File: src/hdl/dapt_pkg.sv
`timescale 1ns / 1ps

package dapt_pkg;

   // Table geometry
   localparam int FD_COUNT = 1024;
   localparam int FD_IDX_W = (FD_COUNT > 1) ? $clog2(FD_COUNT) : 1;

   // Event codes
   localparam logic [2:0] CMD_INHERIT    = 3'd0;
   localparam logic [2:0] CMD_OPEN_ANN   = 3'd1;
   localparam logic [2:0] CMD_OPEN_DONE  = 3'd2;
   localparam logic [2:0] CMD_CLOSE_DONE = 3'd3;
   localparam logic [2:0] CMD_READ       = 3'd4;
   localparam logic [2:0] CMD_WRITE      = 3'd5;

   // Access classes
   localparam logic [1:0] CLS_NONE   = 2'd0;
   localparam logic [1:0] CLS_ANY    = 2'd1;
   localparam logic [1:0] CLS_WONLY  = 2'd2;
   localparam logic [1:0] CLS_RTHENW = 2'd3;

   // Verdicts
   localparam logic [1:0] VERD_CONT = 2'd0;
   localparam logic [1:0] VERD_TERM = 2'd1;
   localparam logic [1:0] VERD_FAKE = 2'd2;

   // Status codes
   localparam logic [1:0] STAT_OK    = 2'd0;
   localparam logic [1:0] STAT_RANGE = 2'd1;
   localparam logic [1:0] STAT_UNEXP = 2'd2;

   // One table entry
   typedef struct packed {
      logic [1:0] cls;
      logic       rd_ok;
   } entry_type;

   localparam entry_type ENTRY_RESET = '{cls: CLS_NONE, rd_ok: 1'b1};

endpackage

File: src/hdl/descriptor_access_policy_table.sv
`timescale 1ns / 1ps

// Descriptor access policy table. Each request (inherit, open announce, open
// done, close done, read, write) gives exactly one response with a verdict
// and a status. The descriptor's entry is first read from a single
// synchronous table memory into a register, then modified, written back and
// loaded into the response register once no earlier response is waiting; the
// next request is taken once that write-back is done, even while the response
// waits to be taken. After reset a clearing pass writes each of the FD_COUNT
// (1024) entries once, during which no request is accepted.
module descriptor_access_policy_table
   import dapt_pkg::*;
(
   input  logic               clock,
   input  logic               reset,
   input  logic               req_valid,
   output logic               req_ready,
   input  logic [2:0]         req_cmd,
   input  logic signed [15:0] req_fd,
   input  logic               req_call_failed,
   input  logic               req_is_log_file,
   input  logic               req_create_flag,
   input  logic               req_target_exists,
   input  logic               req_regular_or_dir,
   output logic               rsp_valid,
   input  logic               rsp_ready,
   output logic [1:0]         rsp_verdict,
   output logic [1:0]         rsp_status
);

   localparam logic [1:0] S_CLEAR  = 2'd0;
   localparam logic [1:0] S_IDLE   = 2'd1;
   localparam logic [1:0] S_LOOKUP = 2'd2;

   localparam logic [FD_IDX_W-1:0] FD_LAST = FD_IDX_W'(FD_COUNT - 1);

   logic [1:0]          state_ff, state_in;
   logic [FD_IDX_W-1:0] clr_idx_ff, clr_idx_in;

   entry_type           policy_mem [FD_COUNT];
   entry_type           rd_data_ff;

   logic [2:0]          cmd_ff;
   logic                fd_neg_ff;
   logic                in_range_ff;
   logic [FD_IDX_W-1:0] idx_ff;
   logic                failed_ff, logf_ff, creat_ff, exists_ff, regdir_ff;

   logic [1:0]          pend_ff, pend_in;
   logic                expf_ff, expf_in;

   logic                rsp_valid_ff, rsp_valid_in;
   logic [1:0]          rsp_verdict_ff, rsp_status_ff;

   logic                accept, advance, req_in_range;
   logic [FD_IDX_W-1:0] req_idx;
   logic                mem_we;
   logic [FD_IDX_W-1:0] mem_wa;
   entry_type           mem_wd, lk_wd;
   logic                lk_we;
   logic [1:0]          verdict_in, status_in;

   // Range check and index of the incoming descriptor
   assign req_in_range = !req_fd[15] && ({1'b0, req_fd} < 17'(FD_COUNT));
   assign req_idx      = req_in_range ? req_fd[FD_IDX_W-1:0] : '0;

   assign req_ready = (state_ff == S_IDLE);
   assign accept    = req_valid && req_ready;
   assign advance   = (state_ff == S_LOOKUP) && (!rsp_valid_ff || rsp_ready);

   // Apply the policy to the entry read back
   always_comb begin
      verdict_in = VERD_CONT;
      status_in  = STAT_OK;
      lk_we      = 1'b0;
      lk_wd      = rd_data_ff;
      pend_in    = pend_ff;
      expf_in    = expf_ff;
      case (cmd_ff)
         CMD_INHERIT: begin
            if (!in_range_ff) begin
               status_in = STAT_RANGE;
            end else begin
               lk_we     = 1'b1;
               lk_wd.cls = logf_ff ? CLS_ANY : CLS_WONLY;
            end
         end
         CMD_OPEN_ANN: begin
            pend_in = CLS_NONE;
            expf_in = 1'b0;
            if (logf_ff) begin
               pend_in = CLS_ANY;
            end else if (creat_ff) begin
               verdict_in = VERD_TERM;
            end else if (!exists_ff) begin
               expf_in = 1'b1;
            end else begin
               pend_in = regdir_ff ? CLS_RTHENW : CLS_WONLY;
            end
         end
         CMD_OPEN_DONE: begin
            if (!fd_neg_ff) begin
               if (expf_ff) begin
                  status_in = STAT_UNEXP;
               end else if (!in_range_ff) begin
                  status_in = STAT_RANGE;
               end else begin
                  lk_we     = 1'b1;
                  lk_wd.cls = pend_ff;
               end
            end
         end
         CMD_CLOSE_DONE: begin
            if (!failed_ff) begin
               if (!in_range_ff) begin
                  status_in = STAT_RANGE;
               end else begin
                  lk_we = 1'b1;
                  lk_wd = ENTRY_RESET;
               end
            end
         end
         CMD_READ: begin
            if (!in_range_ff) begin
               status_in  = STAT_RANGE;
               verdict_in = VERD_TERM;
            end else if (rd_data_ff.cls == CLS_ANY) begin
               verdict_in = VERD_CONT;
            end else if (rd_data_ff.cls == CLS_RTHENW) begin
               verdict_in = rd_data_ff.rd_ok ? VERD_CONT : VERD_TERM;
            end else begin
               verdict_in = VERD_TERM;
            end
         end
         CMD_WRITE: begin
            if (!in_range_ff) begin
               status_in  = STAT_RANGE;
               verdict_in = VERD_TERM;
            end else begin
               case (rd_data_ff.cls)
                  CLS_ANY:   verdict_in = VERD_CONT;
                  CLS_WONLY: verdict_in = VERD_FAKE;
                  CLS_RTHENW: begin
                     lk_we       = 1'b1;
                     lk_wd.rd_ok = 1'b0;
                     verdict_in  = VERD_FAKE;
                  end
                  default:   verdict_in = VERD_TERM;
               endcase
            end
         end
         default: begin
            verdict_in = VERD_CONT;
         end
      endcase
   end

   // Select the memory write: clearing pass or write-back
   always_comb begin
      if (state_ff == S_CLEAR) begin
         mem_we = 1'b1;
         mem_wa = clr_idx_ff;
         mem_wd = ENTRY_RESET;
      end else begin
         mem_we = advance && lk_we;
         mem_wa = idx_ff;
         mem_wd = lk_wd;
      end
   end

   // Sequence clearing, lookup and write-back
   always_comb begin
      state_in   = state_ff;
      clr_idx_in = clr_idx_ff;
      case (state_ff)
         S_CLEAR: begin
            clr_idx_in = clr_idx_ff + 1'b1;
            if (clr_idx_ff == FD_LAST) begin
               state_in = S_IDLE;
            end
         end
         S_IDLE: begin
            if (accept) begin
               state_in = S_LOOKUP;
            end
         end
         S_LOOKUP: begin
            if (advance) begin
               state_in = S_IDLE;
            end
         end
         default: begin
            state_in = S_CLEAR;
         end
      endcase
   end

   // Hold the response until it is taken
   always_comb begin
      if (advance) begin
         rsp_valid_in = 1'b1;
      end else if (rsp_ready) begin
         rsp_valid_in = 1'b0;
      end else begin
         rsp_valid_in = rsp_valid_ff;
      end
   end

   // Table memory
   always_ff @(posedge clock) begin
      if (mem_we) begin
         policy_mem[mem_wa] <= mem_wd;
      end
      if (accept) begin
         rd_data_ff <= policy_mem[req_idx];
      end
   end

   // Control state
   always_ff @(posedge clock) begin
      if (reset) begin
         state_ff     <= S_CLEAR;
         clr_idx_ff   <= '0;
         pend_ff      <= CLS_NONE;
         expf_ff      <= 1'b0;
         rsp_valid_ff <= 1'b0;
      end else begin
         state_ff     <= state_in;
         clr_idx_ff   <= clr_idx_in;
         rsp_valid_ff <= rsp_valid_in;
         if (advance) begin
            pend_ff <= pend_in;
            expf_ff <= expf_in;
         end
      end
   end

   // Capture the request and the response payload
   always_ff @(posedge clock) begin
      if (accept) begin
         cmd_ff      <= req_cmd;
         fd_neg_ff   <= req_fd[15];
         in_range_ff <= req_in_range;
         idx_ff      <= req_idx;
         failed_ff   <= req_call_failed;
         logf_ff     <= req_is_log_file;
         creat_ff    <= req_create_flag;
         exists_ff   <= req_target_exists;
         regdir_ff   <= req_regular_or_dir;
      end
      if (advance) begin
         rsp_verdict_ff <= verdict_in;
         rsp_status_ff  <= status_in;
      end
   end

   assign rsp_valid   = rsp_valid_ff;
   assign rsp_verdict = rsp_verdict_ff;
   assign rsp_status  = rsp_status_ff;

`ifndef SYNTH
   a_no_req_during_clear: assert property (@(posedge clock) disable iff (reset)
      (state_ff == S_CLEAR) |-> !req_ready)
      else $error("request taken during clearing pass");

   a_accept_to_lookup: assert property (@(posedge clock) disable iff (reset)
      accept |=> (state_ff == S_LOOKUP))
      else $error("accepted request not looked up");

   a_range_no_write: assert property (@(posedge clock) disable iff (reset)
      (advance && !in_range_ff) |-> !mem_we)
      else $error("table written for out-of-range descriptor");

   a_unexp_only_open_done: assert property (@(posedge clock) disable iff (reset)
      (advance && status_in == STAT_UNEXP) |-> (cmd_ff == CMD_OPEN_DONE && !mem_we))
      else $error("unexpected open status on wrong event");

   a_rsp_after_advance: assert property (@(posedge clock) disable iff (reset)
      advance |=> rsp_valid)
      else $error("response lost after write-back");
`endif

endmodule

File: config.mk
export PLATFORM = sky130hd
export DESIGN_NAME = descriptor_access_policy_table
export DESIGN_NICKNAME = d
export VERILOG_FILES = /design/src/hdl/dapt_pkg.sv /design/src/hdl/descriptor_access_policy_table.sv
export SDC_FILE = /design/constraint.sdc
export NUM_CORES = 2
export LEC_CHECK = 0
export BUFFER_PORTS_ARGS = -buffer_cell sky130_fd_sc_hd__buf_2
export CAP_MARGIN = 20
export CORE_ASPECT_RATIO = 0.7
export CORE_MARGIN = 1
export CORE_UTILIZATION = 40
export DETAILED_ROUTE_END_ITERATION = 8
export SETUP_SLACK_MARGIN = 0.5
export SLEW_MARGIN = 20
export SYNTH_ARGS = -nofsm -noshare
export SYNTH_HDL_FRONTEND = slang
export SYNTH_SLANG_ARGS = --single-unit
File: constraint.sdc
create_clock -name clock -period 62.7 [get_ports clock]
set_input_delay 6.27 -clock clock [delete_from_list [all_inputs] [get_ports clock]]
set_output_delay 6.27 -clock clock [all_outputs]
set_load 0.05 [all_outputs]
==> impl_metrics.env <==
export IMPL_clk_latency_ps=880
export IMPL_ys_seq_area_frac=0.7377
export IMPL_synth_edf_count=3099
export IMPL_max_freq_mhz=81.51
export IMPL_syn2layout_area_growth_pct=11.56
export IMPL_skew_ps=40.02
export IMPL_post_route_drc_count=0
export IMPL_pin_count=34
export IMPL_ant_nets=0
export IMPL_synth_ff_type="edfxtp_1"
export IMPL_whs_path_depth=2
export IMPL_p_per_area_nw_per_um2=29.00
export IMPL_fin_total_pwr_mw=4.095
export IMPL_grt_max_degree=211
export IMPL_synth_area_per_cell_um2=14.93
export IMPL_die_area_um2=318700
export IMPL_yosysWarningCount=0
export IMPL_cts_root_buf="clkbuf_16"
export IMPL_max_cap_viol_count=0
export IMPL_antenna_found_initial=52
export IMPL_ys_ff_latch=3115
export IMPL_path_buf_inv=6
export IMPL_hold_buffers=0
export IMPL_crit_chain="buf_2 -> nor4_4 -> buf_4 -> buf_4 -> nand3_4 -> inv_4 -> buf_4 -> buf_4 -> nor4_1 -> a311oi_1 -> a311oi_1 -> nor4_1 -> o311ai_1 -> o32ai_1"
export IMPL_fin_crit_ps=12270
export IMPL_crit_path_frequent_cell="buf_4"
export IMPL_yosys_cell_types_count=83
export IMPL_rr_endpoint="policy_mem[550][0]"
export IMPL_cts_inserted_buffers=291
export IMPL_setup_viol=0
export IMPL_cts_tree="yes"
export IMPL_rows=172
export IMPL_max_stage_delay_ps=730
export IMPL_post_cts_setup_buffers=0
export IMPL_final_util=0.4495
export IMPL_clockBufferDepth=4
export IMPL_min_path_type="flip-flop to flip-flop"
export IMPL_crit_arrival_ps=12960
export IMPL_multi_input_area_um2=30800
export IMPL_rsz0062_at_grt="no"
export IMPL_slew_headroom=0.1555
export IMPL_hold_viol_final=0
export IMPL_wl_per_cell_um=34.71
export IMPL_critPathKind="input port to flip-flop"
export IMPL_critPathLaunchType="input port"
export IMPL_hold_end="pend_ff[0]"
export IMPL_gp_congestion=0.9199
export IMPL_regToRegSetupSlack_ps=56900
export IMPL_first_iter_violations=14680
export IMPL_coreArea_um2=314200
export IMPL_vdd_drop_max_mv=0.02225
export IMPL_overflow=0
export IMPL_final_area_um2=141200
export IMPL_first_pass_iters=6
export IMPL_first_global_vias=77270
export IMPL_path_clk_slew_ps=70
export IMPL_track_usage=0.2709
export IMPL_r2r_cells=9
export IMPL_dp_hpwl_um=263200
export IMPL_synth_async_reset_ratio=0
export IMPL_nets=8399
export IMPL_fillers=27370
export IMPL_drive_above_1_share=0.1244
export IMPL_critical_path_top_delay_family="buffers and inverters"
export IMPL_synth_cells=8478
export IMPL_route_vias_total=82640
export IMPL_port_buffers=33
export IMPL_postRouteWirelength_um=444100
export IMPL_cp_required_ps=63390
export IMPL_die_w_um=674.4
export IMPL_tns_ps=0
export IMPL_htree_num_levels=5
export IMPL_synthesis_area_um2=126600
export IMPL_fp_dieH_um=472.7
export IMPL_avgViaCountPerCell=6.460
export IMPL_worst_pin_slew_ps=1267
export IMPL_status="finished, final reports clean"
export IMPL_start_util=0.4029
export IMPL_worstPathMaxFanout=33
export IMPL_cts_resized=0
export IMPL_synth_nets=8507
export IMPL_p_leak_nw=42.90
export IMPL_grt_pass1_wl_um=613500
export IMPL_r2r_start="rd_data_ff[2]"
export IMPL_drv_slew=0
export IMPL_worstSetupEndpointType="flip-flop"
export IMPL_cts_sinks=3115
export IMPL_min_from="pend_ff[0]"
export IMPL_seq_area_um2=93380
export IMPL_placed_area_um2=131900
export IMPL_critPathSlowestCell="nor4_4"
export IMPL_period_share=0.1957
[state kept, by name (all words and copies together), names as in the netlist]
name,flops
state_ff,2
policy_mem,3072
idx_ff,10
regdir_ff,1
failed_ff,1
in_range_ff,1
rsp_valid,1
rsp_status,2
rd_data_ff,3
rsp_verdict,2
expf_ff,1
pend_ff,2
cmd_ff,3
logf_ff,1
fd_neg_ff,1
creat_ff,1
clr_idx_ff,10
exists_ff,1
[stage by stage]
stage / hold slack, ps / instances / setup WS (ps)
3_3_place_gp: 460.6 / 12250 / 49680
4_1_cts: 477.0 / 12760 / 50840
5_1_grt: 510.9 / 12770 / 50650
6_report: 489.7 / 12790 / 50430
3_5_place_dp: 465.6 / 12250 / 49890
2_1_floorplan: 440.8 / 8478 / 28820
[cells in the mapped netlist (all sizes together), types with 8 or more instances]
cell	count	share of area
a2111oi	32	0.0024
a211o	12	0.00083
a211oi	183	0.011
a21o	18	0.0011
a21oi	498	0.020
a221oi	48	0.0033
a222oi	10	0.00079
a22o	8	0.00055
a22oi	35	0.0021
a311oi	19	0.0013
a31oi	37	0.0018
a32oi	12	0.00083
and3	15	0.00074
buf	341	0.013
clkbuf	365	0.011
dfxtp	16	0.0025
edfxtp	3099	0.74
inv	29	0.00086
mux2	142	0.013
mux2i	679	0.054
mux4	26	0.0046
nand2	327	0.0097
nand2b	12	0.00059
nand3	235	0.0093
nand3b	13	0.00077
nand4	20	0.00099
nor2	1126	0.033
nor2b	11	0.00054
nor3	51	0.0021
nor3b	9	0.00053
nor4	66	0.0036
o2111ai	24	0.0017
o211ai	58	0.0034
o21ai	310	0.012
o221a	118	0.010
o221ai	262	0.018
o22a	27	0.0019
o22ai	59	0.0029
o311ai	9	0.00062
o31ai	8	0.00047
or3	9	0.00044
or4	8	0.00047
[worst min-delay path: cells and delay by family (launching register included)]
family | cells | cell delay, ps
flops | 1 | 310
buf+inv | 1 | 70
compound gates | 1 | 60
[cells in the final DEF, fill, tap and decap left out, types with 35 or more instances in the layout]
cell and count:
a22oi_1 35, o221a_2 103, edfxtp_1 3099, nor3_1 43, o21ai_0 302, o211ai_1 58, clkbuf_1 57, a221oi_1 48
a31oi_1 37, o22ai_1 59, clkinv_1 65, a211oi_1 179, o221ai_1 261, mux2_2 142, nand3_1 195, nor2_1 1119
mux2i_1 679, nand2_1 325, clkbuf_16 306, nor4_1 59, a21oi_1 497, buf_4 247, clkinv_2 46
[power breakdown]
part / total, mW / leakage (nW) / internal [mW] / switching [mW]
logic: 0.0902 / 12.2 / 0.0203 / 0.0699
registers: 2.25 / 26.3 / 2.25 / 0.000406
clock network: 1.75 / 4.44 / 0.967 / 0.784
[layout make-up]
class	instances	share of cell area
sequential	3115	0.6612
multi-input combinational	4626	0.2181
clock buffer	363	0.05574
tap	4176	0.03700
timing repair buffer	305	0.01785
clock inverter	151	0.008700
inverter	31	0.0008949
antenna	26	0.0004607
[cells by family after synthesis]
| family | after synthesis | share of synthesized area |
|---|---|---|
| multiplexers | 847 | 0.07095 |
| adder cells (fa/ha/maj) | 1 | 0.00009883 |
| XOR/XNOR | 10 | 0.0006919 |
| flip-flops | 3115 | 0.7377 |
| buffers and inverters | 737 | 0.02439 |
| AND/OR/NAND/NOR | 1928 | 0.06481 |
| AO/OA/AOI/OAI | 1840 | 0.1013 |
[layer usage]
| metal | part of all wire | vias up | GRT usage |
|---|---|---|---|
| met5 | 0.00053 | - | 0 |
| met4 | 0.039 | 30 | 0.09177 |
| met3 | 0.16 | 939 | 0.1098 |
| met2 | 0.40 | 6387 | 0.3650 |
| met1 | 0.40 | 42150 | 0.3930 |
| li1 | - | 33130 | - |
[worst max-delay path by stage]
| stage | startpoint | end | slack (ps) | depth (start not counted) |
|---|---|---|---|---|
| 6_report | req_fd[15] | rd_data_ff[0] | 50430 | 14 |
| 5_1_grt | req_fd[15] | rd_data_ff[0] | 50650 | 14 |
| 4_1_cts | req_fd[15] | rd_data_ff[0] | 50840 | 14 |
| 3_5_place_dp | req_fd[15] | rd_data_ff[0] | 49890 | 14 |
| 3_3_place_gp | req_fd[15] | rd_data_ff[2] | 49680 | 14 |
| 2_1_floorplan | cmd_ff[2] | policy_mem[0][2] | 28820 | 5 |
No activity file was read; power rests on OpenSTA's default activity.
